[config.mk]
export PLATFORM = sky130hd
export DESIGN_NAME = overdrive_sample_chain
export DESIGN_NICKNAME = d
export VERILOG_FILES = /design/src/sv/odsc_pkg.sv /design/src/sv/odsc_mul.sv /design/src/sv/overdrive_sample_chain.sv
export SDC_FILE = /design/constraint.sdc
export NUM_CORES = 2
export LEC_CHECK = 0
export ABC_CLOCK_PERIOD_IN_PS = 10600
export BUFFER_PORTS_ARGS = -buffer_cell sky130_fd_sc_hd__buf_2
export CORE_MARGIN = 2
export CORE_UTILIZATION = 36
export DETAILED_ROUTE_END_ITERATION = 16
export SLEW_MARGIN = 25
export SYNTH_ARGS = -nofsm -noshare
export SYNTH_HDL_FRONTEND = slang
export SYNTH_SLANG_ARGS = --single-unit
[constraint.sdc]
create_clock -name clk -period 10.6 [get_ports clk]
set_clock_uncertainty 0.15 [all_clocks]
set_input_delay 1.06 -clock clk [delete_from_list [all_inputs] [get_ports clk]]
set_output_delay 1.06 -clock clk [all_outputs]
set_load 0.01 [all_outputs]
[src/sv/odsc_pkg.sv]
// ----------------------------------------------------------------------------
// odsc_pkg: shared types and constants for the overdrive sample chain
// Register map, reset values and the control word of the shared multiplier.
// ----------------------------------------------------------------------------
package odsc_pkg;

	localparam int CFG_IDX_W   = 3;
	localparam int CFG_DATA_W  = 32;
	localparam int GAIN_W      = 24;   // Q8.16
	localparam int LEVEL_W     = 18;   // Q2.16
	localparam int GAIN_FRAC   = 16;
	localparam int MUL_C_W     = 32;   // multiplier coefficient operand, two chunks
	localparam int MUL_CHUNK_W = 16;

	localparam logic [GAIN_W-1:0] UNITY_GAIN = GAIN_W'(65536);

	localparam logic [GAIN_W-1:0]     RST_GAIN_TARGET  = GAIN_W'(65536);
	localparam logic [LEVEL_W-1:0]    RST_LEVEL_TARGET = LEVEL_W'(65536);
	localparam logic [CFG_DATA_W-1:0] RST_GLIDE        = 32'd33554;
	localparam logic [CFG_DATA_W-1:0] RST_HP_PRE       = 32'd929458;
	localparam logic [CFG_DATA_W-1:0] RST_LP_TONE      = 32'd1807000;
	localparam logic [CFG_DATA_W-1:0] RST_LP_FIXED     = 32'd12740000;
	localparam logic [CFG_DATA_W-1:0] RST_HP_POST      = 32'd119200;

	typedef enum logic [CFG_IDX_W-1:0] {
		REG_GAIN_TARGET  = 3'd0,
		REG_LEVEL_TARGET = 3'd1,
		REG_GLIDE_RATE   = 3'd2,
		REG_HP_PRE       = 3'd3,
		REG_LP_TONE      = 3'd4,
		REG_LP_FIXED     = 3'd5,
		REG_HP_POST      = 3'd6
	} cfg_reg_t;

	// wide: shift by the coefficient width, else by the gain fraction
	typedef struct packed {
		logic start;
		logic wide;
	} mul_ctl_t;

endpackage

[src/sv/odsc_mul.sv]
// ----------------------------------------------------------------------------
// odsc_mul: shared rounding multiplier
// round(a * c / 2^s), ties up, from two 16-bit partial products; s is 16 or
// COEF_WIDTH. The result is ready while done is high.
// ----------------------------------------------------------------------------
module odsc_mul import odsc_pkg::*; #(
	parameter int A_WIDTH    = 36,
	parameter int COEF_WIDTH = 24
) (
	input  logic                       clk,
	input  logic                       arst_n,
	input  mul_ctl_t                   ctl,
	input  logic signed [A_WIDTH-1:0]  a,
	input  logic        [MUL_C_W-1:0]  c,
	output logic                       done,
	output logic signed [A_WIDTH-1:0]  result
);

	localparam int PW = A_WIDTH + MUL_CHUNK_W + 1;
	localparam int AW = A_WIDTH + MUL_C_W + 1;
	localparam logic signed [AW-1:0] HALF_COEF = AW'(1) <<< (COEF_WIDTH - 1);
	localparam logic signed [AW-1:0] HALF_GAIN = AW'(1) <<< (GAIN_FRAC - 1);

	typedef enum logic [2:0] {M_IDLE, M_LO, M_HI, M_SUM, M_DONE} mst_t;

	mst_t                     mst_q;
	logic signed [A_WIDTH-1:0] a_q;
	logic        [MUL_C_W-1:0] c_q;
	logic                     wide_q;
	logic signed [PW-1:0]     prod_q;
	logic signed [AW-1:0]     acc_q;

	logic        [MUL_CHUNK_W-1:0] chunk;
	logic signed [MUL_CHUNK_W:0]   chunk_s;
	logic signed [PW-1:0]          prod_next;
	logic signed [AW-1:0]          acc_sh;

	assign chunk     = (mst_q == M_LO) ? c_q[MUL_CHUNK_W-1:0] : c_q[MUL_C_W-1:MUL_CHUNK_W];
	assign chunk_s   = {1'b0, chunk};
	assign prod_next = PW'(a_q) * PW'(chunk_s);

	assign acc_sh = wide_q ? (acc_q >>> COEF_WIDTH) : (acc_q >>> GAIN_FRAC);
	assign result = acc_sh[A_WIDTH-1:0];
	assign done   = (mst_q == M_DONE);

	always_ff @(posedge clk or negedge arst_n) begin
		if (!arst_n) begin
			mst_q  <= M_IDLE;
			a_q    <= '0;
			c_q    <= '0;
			wide_q <= 1'b0;
			prod_q <= '0;
			acc_q  <= '0;
		end else begin
			unique case (mst_q)
				M_IDLE: begin
					if (ctl.start) begin
						a_q    <= a;
						c_q    <= c;
						wide_q <= ctl.wide;
						mst_q  <= M_LO;
					end
				end
				M_LO: begin
					prod_q <= prod_next;
					mst_q  <= M_HI;
				end
				M_HI: begin
					acc_q  <= AW'(prod_q) + (wide_q ? HALF_COEF : HALF_GAIN);
					prod_q <= prod_next;
					mst_q  <= M_SUM;
				end
				M_SUM: begin
					acc_q <= acc_q + (AW'(prod_q) <<< MUL_CHUNK_W);
					mst_q <= M_DONE;
				end
				M_DONE: begin
					mst_q <= M_IDLE;
				end
				default: begin
					mst_q <= M_IDLE;
				end
			endcase
		end
	end

endmodule

[src/sv/overdrive_sample_chain.sv]
// ----------------------------------------------------------------------------
// overdrive_sample_chain: hard-clip overdrive on a Q1.23 sample stream
// Input high-passes, smoothed drive gain, hard clip, tone low-passes, output
// high-pass and smoothed level, all on one shared rounding multiplier.
// ----------------------------------------------------------------------------
// Usage:
//  - cfg_valid/cfg_ready/cfg_index/cfg_data write the seven registers;
//    cfg_ready is always high. Write only while the block is idle.
//  - Input beat: in_valid high and in_stall low. in_stall is high from the
//    beat until the result has been moved to the output register.
//  - Output beat: out_valid high and out_stall low. The output register holds
//    while stalled; the next input beat is still taken meanwhile.
//  - Each multiply is an issue step and then a wait step while the multiplier
//    runs; a smoother at or above its target skips its multiply and takes the
//    target. With gain above unity seven to nine multiplies run; in bypass the
//    filter steps are skipped. in_stall drops as out_valid rises, so the next
//    beat can be taken from then on; the chain holds one sample at a time.
//  - Reset clears filter states and smoothers and loads the register
//    defaults. A stalled output holds the sequencer in its final step.
// ----------------------------------------------------------------------------
module overdrive_sample_chain import odsc_pkg::*; #(
	parameter int SAMPLE_WIDTH = 24,
	parameter int COEF_WIDTH   = 24
) (
	input  logic                           clk,
	input  logic                           arst_n,
	input  logic                           cfg_valid,
	output logic                           cfg_ready,
	input  logic        [CFG_IDX_W-1:0]    cfg_index,
	input  logic        [CFG_DATA_W-1:0]   cfg_data,
	input  logic                           in_valid,
	output logic                           in_stall,
	input  logic signed [SAMPLE_WIDTH-1:0] sample_in,
	output logic                           out_valid,
	input  logic                           out_stall,
	output logic signed [SAMPLE_WIDTH-1:0] sample_out
);

	localparam int DW   = SAMPLE_WIDTH + 12;
	localparam int ST_W = SAMPLE_WIDTH + 3;
	localparam logic signed [DW-1:0] POS_ONE = DW'(1) <<< (SAMPLE_WIDTH - 1);
	localparam logic signed [DW-1:0] NEG_ONE = -POS_ONE;
	localparam logic signed [DW-1:0] SAT_MAX = POS_ONE - DW'(1);

	typedef enum logic [1:0] {S_IDLE, S_ISSUE, S_WAIT, S_OUT} state_t;
	typedef enum logic [3:0] {
		OP_GAIN_SM, OP_HP1, OP_HP2, OP_GAIN, OP_LP1, OP_LP2, OP_HPP,
		OP_LEVEL_SM, OP_LEVEL
	} op_t;

	function automatic op_t next_op(input op_t op);
		op_t n;
		unique case (op)
			OP_GAIN_SM:  n = OP_HP1;
			OP_HP1:      n = OP_HP2;
			OP_HP2:      n = OP_GAIN;
			OP_GAIN:     n = OP_LP1;
			OP_LP1:      n = OP_LP2;
			OP_LP2:      n = OP_HPP;
			OP_HPP:      n = OP_LEVEL_SM;
			OP_LEVEL_SM: n = OP_LEVEL;
			default:     n = OP_LEVEL;
		endcase
		return n;
	endfunction

	// configuration
	logic [GAIN_W-1:0]     gain_target_q;
	logic [LEVEL_W-1:0]    level_target_q;
	logic [COEF_WIDTH-1:0] glide_q, hp_pre_q, lp_tone_q, lp_fixed_q, hp_post_q;

	// sequencer and datapath state
	state_t                        state_q;
	op_t                           step_q;
	logic                          active_q;
	logic signed [DW-1:0]          x_q;
	logic        [GAIN_W-1:0]      sg_q;
	logic        [LEVEL_W-1:0]     sl_q;
	logic signed [ST_W-1:0]        hp1_q, hp2_q, lpt_q, lpf_q, hpp_q;
	logic                          out_valid_q;
	logic signed [SAMPLE_WIDTH-1:0] sample_out_q;

	mul_ctl_t             mul_ctl;
	logic signed [DW-1:0] mul_a;
	logic [MUL_C_W-1:0]   mul_c;
	logic                 mul_wide;
	logic                 mul_done;
	logic signed [DW-1:0] mul_res;
	logic                 issue_skip;

	logic signed [DW-1:0] base;
	logic signed [DW-1:0] upd;
	logic signed [DW-1:0] x_minus;
	logic signed [DW-1:0] clip_v;
	logic signed [DW-1:0] sat_v;

	assign cfg_ready  = 1'b1;
	assign in_stall   = (state_q != S_IDLE);
	assign out_valid  = out_valid_q;
	assign sample_out = sample_out_q;

	always_ff @(posedge clk or negedge arst_n) begin
		if (!arst_n) begin
			gain_target_q  <= RST_GAIN_TARGET;
			level_target_q <= RST_LEVEL_TARGET;
			glide_q        <= RST_GLIDE[COEF_WIDTH-1:0];
			hp_pre_q       <= RST_HP_PRE[COEF_WIDTH-1:0];
			lp_tone_q      <= RST_LP_TONE[COEF_WIDTH-1:0];
			lp_fixed_q     <= RST_LP_FIXED[COEF_WIDTH-1:0];
			hp_post_q      <= RST_HP_POST[COEF_WIDTH-1:0];
		end else if (cfg_valid && cfg_ready) begin
			unique case (cfg_reg_t'(cfg_index))
				REG_GAIN_TARGET:  gain_target_q  <= cfg_data[GAIN_W-1:0];
				REG_LEVEL_TARGET: level_target_q <= cfg_data[LEVEL_W-1:0];
				REG_GLIDE_RATE:   glide_q        <= cfg_data[COEF_WIDTH-1:0];
				REG_HP_PRE:       hp_pre_q       <= cfg_data[COEF_WIDTH-1:0];
				REG_LP_TONE:      lp_tone_q      <= cfg_data[COEF_WIDTH-1:0];
				REG_LP_FIXED:     lp_fixed_q     <= cfg_data[COEF_WIDTH-1:0];
				REG_HP_POST:      hp_post_q      <= cfg_data[COEF_WIDTH-1:0];
				default: ;
			endcase
		end
	end

	// operand selection for the current step
	always_comb begin
		mul_a      = '0;
		mul_c      = '0;
		mul_wide   = 1'b1;
		issue_skip = 1'b0;
		base       = '0;
		unique case (step_q)
			OP_GAIN_SM: begin
				mul_a      = DW'(gain_target_q) - DW'(sg_q);
				mul_c      = MUL_C_W'(glide_q);
				issue_skip = !(gain_target_q > sg_q);
				base       = DW'(sg_q);
			end
			OP_HP1: begin
				mul_a      = x_q - DW'(hp1_q);
				mul_c      = MUL_C_W'(hp_pre_q);
				issue_skip = !active_q;
				base       = DW'(hp1_q);
			end
			OP_HP2: begin
				mul_a      = x_q - DW'(hp2_q);
				mul_c      = MUL_C_W'(hp_pre_q);
				issue_skip = !active_q;
				base       = DW'(hp2_q);
			end
			OP_GAIN: begin
				mul_a    = x_q;
				mul_c    = MUL_C_W'(sg_q);
				mul_wide = 1'b0;
			end
			OP_LP1: begin
				mul_a      = x_q - DW'(lpt_q);
				mul_c      = MUL_C_W'(lp_tone_q);
				issue_skip = !active_q;
				base       = DW'(lpt_q);
			end
			OP_LP2: begin
				mul_a      = x_q - DW'(lpf_q);
				mul_c      = MUL_C_W'(lp_fixed_q);
				issue_skip = !active_q;
				base       = DW'(lpf_q);
			end
			OP_HPP: begin
				mul_a      = x_q - DW'(hpp_q);
				mul_c      = MUL_C_W'(hp_post_q);
				issue_skip = !active_q;
				base       = DW'(hpp_q);
			end
			OP_LEVEL_SM: begin
				mul_a      = DW'(level_target_q) - DW'(sl_q);
				mul_c      = MUL_C_W'(glide_q);
				issue_skip = !(level_target_q > sl_q);
				base       = DW'(sl_q);
			end
			OP_LEVEL: begin
				mul_a    = x_q;
				mul_c    = MUL_C_W'(sl_q);
				mul_wide = 1'b0;
			end
			default: ;
		endcase
	end

	assign mul_ctl.start = (state_q == S_ISSUE) && !issue_skip;
	assign mul_ctl.wide  = mul_wide;

	// one-pole update and high-pass output share one adder pair
	assign upd     = base + mul_res;
	assign x_minus = x_q - upd;

	always_comb begin
		priority if (mul_res < NEG_ONE) clip_v = NEG_ONE;
		else if (mul_res > POS_ONE)      clip_v = POS_ONE;
		else                             clip_v = mul_res;
	end

	always_comb begin
		priority if (mul_res < NEG_ONE) sat_v = NEG_ONE;
		else if (mul_res > SAT_MAX)      sat_v = SAT_MAX;
		else                             sat_v = mul_res;
	end

	odsc_mul #(
		.A_WIDTH    (DW),
		.COEF_WIDTH (COEF_WIDTH)
	) u_mul (
		.clk    (clk),
		.arst_n (arst_n),
		.ctl    (mul_ctl),
		.a      (mul_a),
		.c      (mul_c),
		.done   (mul_done),
		.result (mul_res)
	);

	always_ff @(posedge clk or negedge arst_n) begin
		if (!arst_n) begin
			state_q      <= S_IDLE;
			step_q       <= OP_GAIN_SM;
			active_q     <= 1'b0;
			x_q          <= '0;
			sg_q         <= '0;
			sl_q         <= '0;
			hp1_q        <= '0;
			hp2_q        <= '0;
			lpt_q        <= '0;
			lpf_q        <= '0;
			hpp_q        <= '0;
			out_valid_q  <= 1'b0;
			sample_out_q <= '0;
		end else begin
			// in S_OUT the output register is reloaded instead
			if (out_valid_q && !out_stall && state_q != S_OUT)
				out_valid_q <= 1'b0;

			unique case (state_q)
				S_IDLE: begin
					if (in_valid) begin
						x_q      <= DW'(sample_in);
						active_q <= (gain_target_q > UNITY_GAIN);
						step_q   <= OP_GAIN_SM;
						state_q  <= S_ISSUE;
					end
				end
				S_ISSUE: begin
					if (issue_skip) begin
						// smoother falls straight to its target
						if (step_q == OP_GAIN_SM)
							sg_q <= gain_target_q;
						if (step_q == OP_LEVEL_SM)
							sl_q <= level_target_q;
						step_q <= next_op(step_q);
					end else begin
						state_q <= S_WAIT;
					end
				end
				S_WAIT: begin
					if (mul_done) begin
						unique case (step_q)
							OP_GAIN_SM:  sg_q <= upd[GAIN_W-1:0];
							OP_HP1: begin
								hp1_q <= upd[ST_W-1:0];
								x_q   <= x_minus;
							end
							OP_HP2: begin
								hp2_q <= upd[ST_W-1:0];
								x_q   <= x_minus;
							end
							OP_GAIN:     x_q <= active_q ? clip_v : mul_res;
							OP_LP1: begin
								lpt_q <= upd[ST_W-1:0];
								x_q   <= upd;
							end
							OP_LP2: begin
								lpf_q <= upd[ST_W-1:0];
								x_q   <= upd;
							end
							OP_HPP: begin
								hpp_q <= upd[ST_W-1:0];
								x_q   <= x_minus;
							end
							OP_LEVEL_SM: sl_q <= upd[LEVEL_W-1:0];
							OP_LEVEL:    x_q  <= sat_v;
							default: ;
						endcase
						if (step_q == OP_LEVEL) begin
							state_q <= S_OUT;
						end else begin
							step_q  <= next_op(step_q);
							state_q <= S_ISSUE;
						end
					end
				end
				S_OUT: begin
					if (!out_valid_q || !out_stall) begin
						sample_out_q <= x_q[SAMPLE_WIDTH-1:0];
						out_valid_q  <= 1'b1;
						state_q      <= S_IDLE;
					end
				end
				default: state_q <= S_IDLE;
			endcase
		end
	end

	a_done_in_wait: assert property (@(posedge clk) disable iff (!arst_n)
		mul_done |-> (state_q == S_WAIT))
		else $error("multiplier result arrived outside the wait step");

	a_out_from_seq: assert property (@(posedge clk) disable iff (!arst_n)
		$rose(out_valid_q) |-> $past(state_q == S_OUT))
		else $error("output beat raised without a finished sample");

	a_bypass_hold: assert property (@(posedge clk) disable iff (!arst_n)
		(state_q != S_IDLE && !active_q) |=>
			($stable(hp1_q) && $stable(hp2_q) && $stable(lpt_q) &&
			 $stable(lpf_q) && $stable(hpp_q)))
		else $error("filter state moved in bypass");

endmodule

# Word-level counts from Yosys, hierarchy flattened
# Memories as Yosys holds them, arrays and structs flattened.
# Cells that the tools add are included.
dict set report classes {
  n_shift 0
  n_mul 1
  eq_ne 34
  mux 46
  reduce_logical 46
  n_addsub 11
  n_lt_le_gt_ge 6
  div 0
  bitwise 0
}
# operator n
set op_table {}
lappend op_table {{36-bit 2-to-1 mux} 8}
lappend op_table {{36-bit one-hot mux with 8 select lines} 1}
lappend op_table {{36-bit one-hot mux with 7 select lines} 1}
lappend op_table {{36-bit by 27-bit subtractor with 36-bit output} 5}
lappend op_table {{24-bit one-hot mux with 7 select lines} 1}
lappend op_table {{36-bit one-hot mux with 4 select lines} 1}
lappend op_table {{69-bit one-hot mux with 2 select lines} 1}
lappend op_table {{24-bit 2-to-1 mux} 5}
lappend op_table {{18-bit 2-to-1 mux} 4}
lappend op_table {{36-bit one-hot mux with 2 select lines} 1}
lappend op_table {{69-bit adder} 1}
lappend op_table {{53-bit by 25-bit adder with 54-bit output} 1}
lappend op_table {{36-bit by 17-bit multiplier with 53-bit output} 1}
lappend op_table {{24-bit one-hot mux with 2 select lines} 1}
lappend op_table {{36-bit adder} 1}
lappend op_table {{36-bit by 24-bit > comparator with 1-bit output, second input constant} 1}
lappend op_table {{36-bit by 25-bit > comparator with 1-bit output, second input constant} 1}
lappend op_table {{36-bit by 24-bit less-than comparator with 1-bit output, second input constant} 1}
lappend op_table {{18-bit one-hot mux with 2 select lines} 1}
lappend op_table {{36-bit subtractor} 1}
lappend op_table {{24-bit by 24-bit subtractor with 25-bit output} 1}
lappend op_table {{24-bit by 17-bit > comparator with 1-bit output, second input constant} 1}
lappend op_table {{24-bit > comparator} 1}
lappend op_table {{4-bit 2-to-1 mux} 6}
lappend op_table {{other kinds (37)} 97}
dict set report totals {
  memories 2
  ramBits 0
  latch_bits 0
  inputBits 64
  output_inout_bits 27
  ff_bits 601
  mem_bits_ro 64
  wordCells 172
}
# memory words width read_ports rd_ports_with_merged_regs write_ports line
set mem_list {}
lappend mem_list {{(name not given)} 8 4 1 0 0 overdrive_sample_chain.sv:53} ;# unique case (op)
lappend mem_list {{(name not given)} 8 4 1 0 0 overdrive_sample_chain.sv:53}

# Depth between registers and ports, before layout
dict set report logic_depth {
  ltp_word 8
  ltp_mapped 35
  ltp_nobuf 30
}

# Modules after synthesis
# A second synthesis with hierarchy kept.
dict set report unflattened {
  hier_cells 6222
  area_unflattened_um2 56486.7
}
# mod area_per_inst_um2 seq_area_each_um2 n_inst cells_per_inst
set by_module_without_submodules {}
lappend by_module_without_submodules {odsc_mul 29946.2 4229.1 1 3327}
lappend by_module_without_submodules {overdrive_sample_chain 26540.5 10239.8 1 2895}

# Worst setup path before layout
# No wires, ideal clock.
dict set report synth_timing {
  path_type {register -> register}
  from {reg u_mul.mst_q[0]}
  to {reg u_mul.prod_q[52]}
  setup_time_ns 0.137
  path_stages_with_launch 34
  t_required_ns 10.313
  synth_period_minus_slack_ns 8.254
  n_path_buf 6
  setup_slack_ns 2.346
  arrival_time_ns 7.968
  path_cell_list {dfrtp_1 > clkbuf_1 > inv_1 > clkbuf_1 > nor3_1 > clkbuf_1 > clkbuf_1 > and2_1 > clkbuf_1 > clkbuf_1 > nand2_1 > fa_1 > inv_1 > fa_1 > fa_1 > fa_1 > fa_1 > inv_1 > fa_1 > inv_1 > ha_1 > a21oi_1 > nor3b_1 > o31a_1 > o21bai_1 > a21oi_1 > or4bb_1 > o2111ai_1 > nand2_1 > or3_1 > a211oi_1 > a21oi_1 > xnor2_1 > a21oi_1}
}
dict set report synth_between {
  elab_chain_len 3
  elab_cells_between_ends 5
  cone_classes {1 x mul; 2 x eq/ne; 1 x mux; 1 x reduce/logical}
}
# element line
set synth_lines {}
lappend synth_lines {{start: declaration} odsc_mul.sv:26} ;# mst_t mst_q;
lappend synth_lines {{start signal: assignment} odsc_mul.sv:48} ;# mst_q <= M_IDLE;
lappend synth_lines {{start signal: assignment} odsc_mul.sv:61} ;# mst_q <= M_LO;
lappend synth_lines {{start signal: assignment} odsc_mul.sv:66} ;# mst_q <= M_HI;
lappend synth_lines {{3-bit by 1-bit equality test with 1-bit output} {odsc_mul.sv:38, odsc_mul.sv:55}}
lappend synth_lines {{16-bit 2-to-1 mux} odsc_mul.sv:38} ;# assign chunk = (mst_q == M_LO) ? c_q[MUL_CHUNK_W-1:0] : c_q[MUL_C_W-1:MUL_CHUNK_W];
lappend synth_lines {{36-bit by 17-bit multiplier with 53-bit output} odsc_mul.sv:40} ;# assign prod_next = PW'(a_q) * PW'(chunk_s);
lappend synth_lines {{end signal: assignment} odsc_mul.sv:65} ;# prod_q <= prod_next;
lappend synth_lines {{end signal: assignment} odsc_mul.sv:70} ;# prod_q <= prod_next;
lappend synth_lines {{end: declaration} odsc_mul.sv:30} ;# logic signed [PW-1:0] prod_q;
# Several ways; a longest one is shown, not always the timed one.
# A chain may end at the register's enable or synchronous reset.

# Final worst setup path
# Same ends and word-level chain as after synthesis.

==> results by group <==
Power
  – Peak supply drop: 0.122 mV
  – Static leakage: 0.0293 uW
  – Power density cells: 91.5 nW/um^2

Synthesis
  – Sequential cell area fraction in the yosys report: 25.5%
  – Synth top area cells: dfrtp_1, fa_1, ha_1, nand2_1, inv_1
  – FFs w/ async S/R, synth: 100%
  – Predominant post-synthesis flop cell: dfrtp_1
  – Yosys top cell by area: dfrtp_1
  – Syn_area_per_cell: 8.89 um^2
  – Share of Yosys cell area claimed by the top area cell type: 23.4%
  – Mapped Cells: 6299
  – Syn Std Cell Area: 56000 um^2
  – Syn_nets: 7234
  – Yosys reg bits: 568
  – Number of synthesized flops with an enable pin: 0
  – Synth cell types: 104
  – Yosys warning count: 0

Status
  – Outcome: finished clean

Timing
  – Relative slew margins: 23.7%
  – Tmin final: 9.33 ns
  – TNS Setup: 0 ns
  – Hold slack final: 0.254 ns
  – Final setup violation count: 0
  – Tightest Pin Transition: 1.14 ns
  – Part of the cycle the worst path needs: 88.0%
  – Fmax: 0.107 GHz
  – Final Hold Vio Count: 0
  – Slew Limit Fails: 0
  – RSZ-0062 raised after global routing: no

Placed design
  – HPWL Detailed: 144 mm
  – Routability Congestion: 0.965
  – Count of input and output buffers: 81
  – Dpl cells: 8212
  – Post-DP Area: 58700 um^2

Die
  – # IOs: 91
  – Die width: 398 um
  – Die ar.: 159000 um^2
  – Die Span Y: 398 um
  – Core area: 154000 um^2
  – Initial core utilization: 36.3%
  – Row cnt: 144

Global routing
  – Number of global-route vias before repair: 47100
  – Initial antenna violation count: 22
  – First-pass GRT wire length: 288 mm
  – GR Overflow Total: 0
  – Gr usage total: 23.7%
  – Largest net degree at the start of global routing: 150

Layout
  – Finished Layout Cells: 8335
  – Layout cells sized above 1: 10.4%
  – Post-route cell area: 61000 um^2
  – Layout Utilization: 39.6%
  – Final #Nets: 7172
  – Layout area overhead: 8.98%
  – FF+latch area: 14300 um^2
  – Filler instances: 15500
  – Multi-input logic area: 37300 um^2

Setup path
  – CP Launch Type: register
  – Crit path DAT: 9.68 ns
  – Critical path type: reg2reg
  – Crit end category: register
  – Largest fanout on the critical path: 57
  – CP max-delay cell: mux2_2
  – CP required: 10.96 ns
  – CP peak stage delay: 0.74 ns

Route
  – Drt wl/cell: 22.5 um
  – Drt drc: 0
  – Via density per instance: 5.61
  – Via count: 46700
  – Remaining antenna violation count after routing: 0
  – Drt pass-1 iters: 7
  – DRT iter0 DRCs: 4417
  – DRT Wirelength: 188 mm

Clocking
  – Clock-pin slew on the worst setup and hold paths: 0.05 ns
  – Post-CTS Setup Bufs: 0
  – TritonCTS clock tree: done
  – H-tree depth: 3
  – Clk sinks: 568
  – Root Buffer: clkbuf_16
  – # hold bufs at CTS: 0
  – # resized after CTS: 0
  – CTS max path bufs: 3
  – Cts bufs inserted: 67
  – Worst-Skew Late Latency: 0.68 ns

Job
  – MaxCap Viol Count: 0

Hold path
  – Hold Crit Class: in2async
==> flip-flops by register name (all words and copies together), names as in the netlist, 27 cells and up <==
register	cells
u_mul.prod_q	53
x_q	36
u_mul.a_q	36
lpf_q	27
hp2_q	27
lpt_q	27
hp1_q	27
u_mul.acc_q	44
hpp_q	27
==> synthesized netlist by cell type, drive strengths merged (38+ instances only) <==
library cell / n
nand2: 928
inv: 867
fa: 551
dfrtp: 524
o21ai: 474
ha: 320
a21oi: 316
clkbuf: 284
nor2: 231
mux2: 219
xnor2: 135
and3: 126
a21o: 115
xor2: 105
and2: 93
nand3: 74
nor3: 61
a222oi: 58
a221oi: 48
a22oi: 45
dfstp: 44
nand2b: 42
buf: 41
nor2b: 40
mux2i: 39
nand4: 38
==> per-stage QoR <==
stage | worst slack [ns] | total power [uW]
finish | 1.27 | 5590
global route | 0.759 | 5780
CTS | 1.32 | 5610
detailed placement | 1.37 | 3150
global placement | 1.52 | 3130
floorplan | 2.35 | 2860
==> where the power goes <==
part	leakage, uW	switching [uW]	total, uW	internal, uW
sequential	0.00752	102	2430	2330
clock	0.00113	1030	2460	1420
combinational	0.0207	414	695	280
==> layer usage <==
metal	share of wire [%]	GRT usage, %	vias up
met1	42	31.3	23600
met5	0.022	0	-
li1	-	-	21000
met4	4.6	9.64	6
met3	6.3	3.04	407
met2	47	39.2	1670
==> final timing paths <==
path | start | end | slack [ns] | cells past startpoint
worst min register to register | u_mul.c_q[4]$_DFFE_PN0P_ | u_mul.c_q[4]$_DFFE_PN0P_ | 0.33 | 2
max in group asynchronous | arst_n | u_mul.a_q[16]$_DFFE_PN0P_ | 7.77 | 3
worst max-delay path | u_mul.mst_q[0]$_DFFE_PN0P_ | u_mul.prod_q[52]$_DFFE_PN0P_ | 1.27 | 31
worst min-delay path | arst_n | lpt_q[17]$_DFFE_PN0P_ | 0.25 | 1
min in group clk | u_mul.c_q[4]$_DFFE_PN0P_ | u_mul.c_q[4]$_DFFE_PN0P_ | 0.33 | 2
worst max register to register | u_mul.mst_q[0]$_DFFE_PN0P_ | u_mul.prod_q[52]$_DFFE_PN0P_ | 1.27 | 31
==> critical path: cells and delay by family, from the launching register on <==
family	cells	cell delay, ns
buffers and inverters	8	1.13
AO/OA/AOI/OAI	8	1.61
multiplexers	1	0.74
AND/OR/NAND/NOR	6	1.51
flip-flops	1	0.34
XOR/XNOR	1	0.20
adder cells (fa/ha/maj)	7	3.44
==> placed cells by master, fill, tap and decap left out, types with 35 or more instances in the layout <==
cell | Yosys | final
mux2i_1 | 39 | 38
xnor2_1 | 134 | 134
a221oi_1 | 47 | 47
a222oi_1 | 58 | 58
mux2_2 | 219 | 219
nand2_1 | 927 | 927
o21ai_0 | 457 | 455
ha_1 | 320 | 319
a22oi_1 | 45 | 45
nand3_1 | 73 | 73
inv_1 | 865 | 864
nand2b_1 | 42 | 41
buf_4 | 4 | 110
and2_1 | 93 | 92
nor2_1 | 230 | 225
a211oi_1 | 35 | 35
buf_2 | 12 | 80
fa_1 | 551 | 551
and3_1 | 125 | 125
dfstp_2 | 44 | 44
nor3_1 | 60 | 53
a31oi_1 | 37 | 37
nor2b_1 | 40 | 40
nand4_1 | 38 | 38
xor2_1 | 104 | 104
o211ai_1 | 35 | 35
dfrtp_1 | 524 | 522
a21o_1 | 115 | 115
a21oi_1 | 308 | 308
clkbuf_16 | 0 | 67
==> cells by family after synthesis <==
logic type | after synthesis | share of synthesized area, %
adders and majority gates | 877 | 27.0
buffers and inverters | 1193 | 8.06
DFF | 568 | 25.5
xor gates and xnor gates | 240 | 3.82
and+or+nand+nor | 1715 | 13.9
AOI/OAI and AO/OA | 1447 | 16.7
other | 1 | 0.00670
muxes | 258 | 5.10
==> cell type report <==
cell class | instances | share of cell area, %
multi-input cells | 4538 | 61.1
flip-flops and latches | 568 | 23.4
inverters | 868 | 5.34
well taps | 2044 | 4.19
clock buffers | 94 | 3.11
repair buffers | 194 | 2.12
clock inverters | 28 | 0.726
diodes | 1 | 0.00410
(Power assumes the default switching activity.)
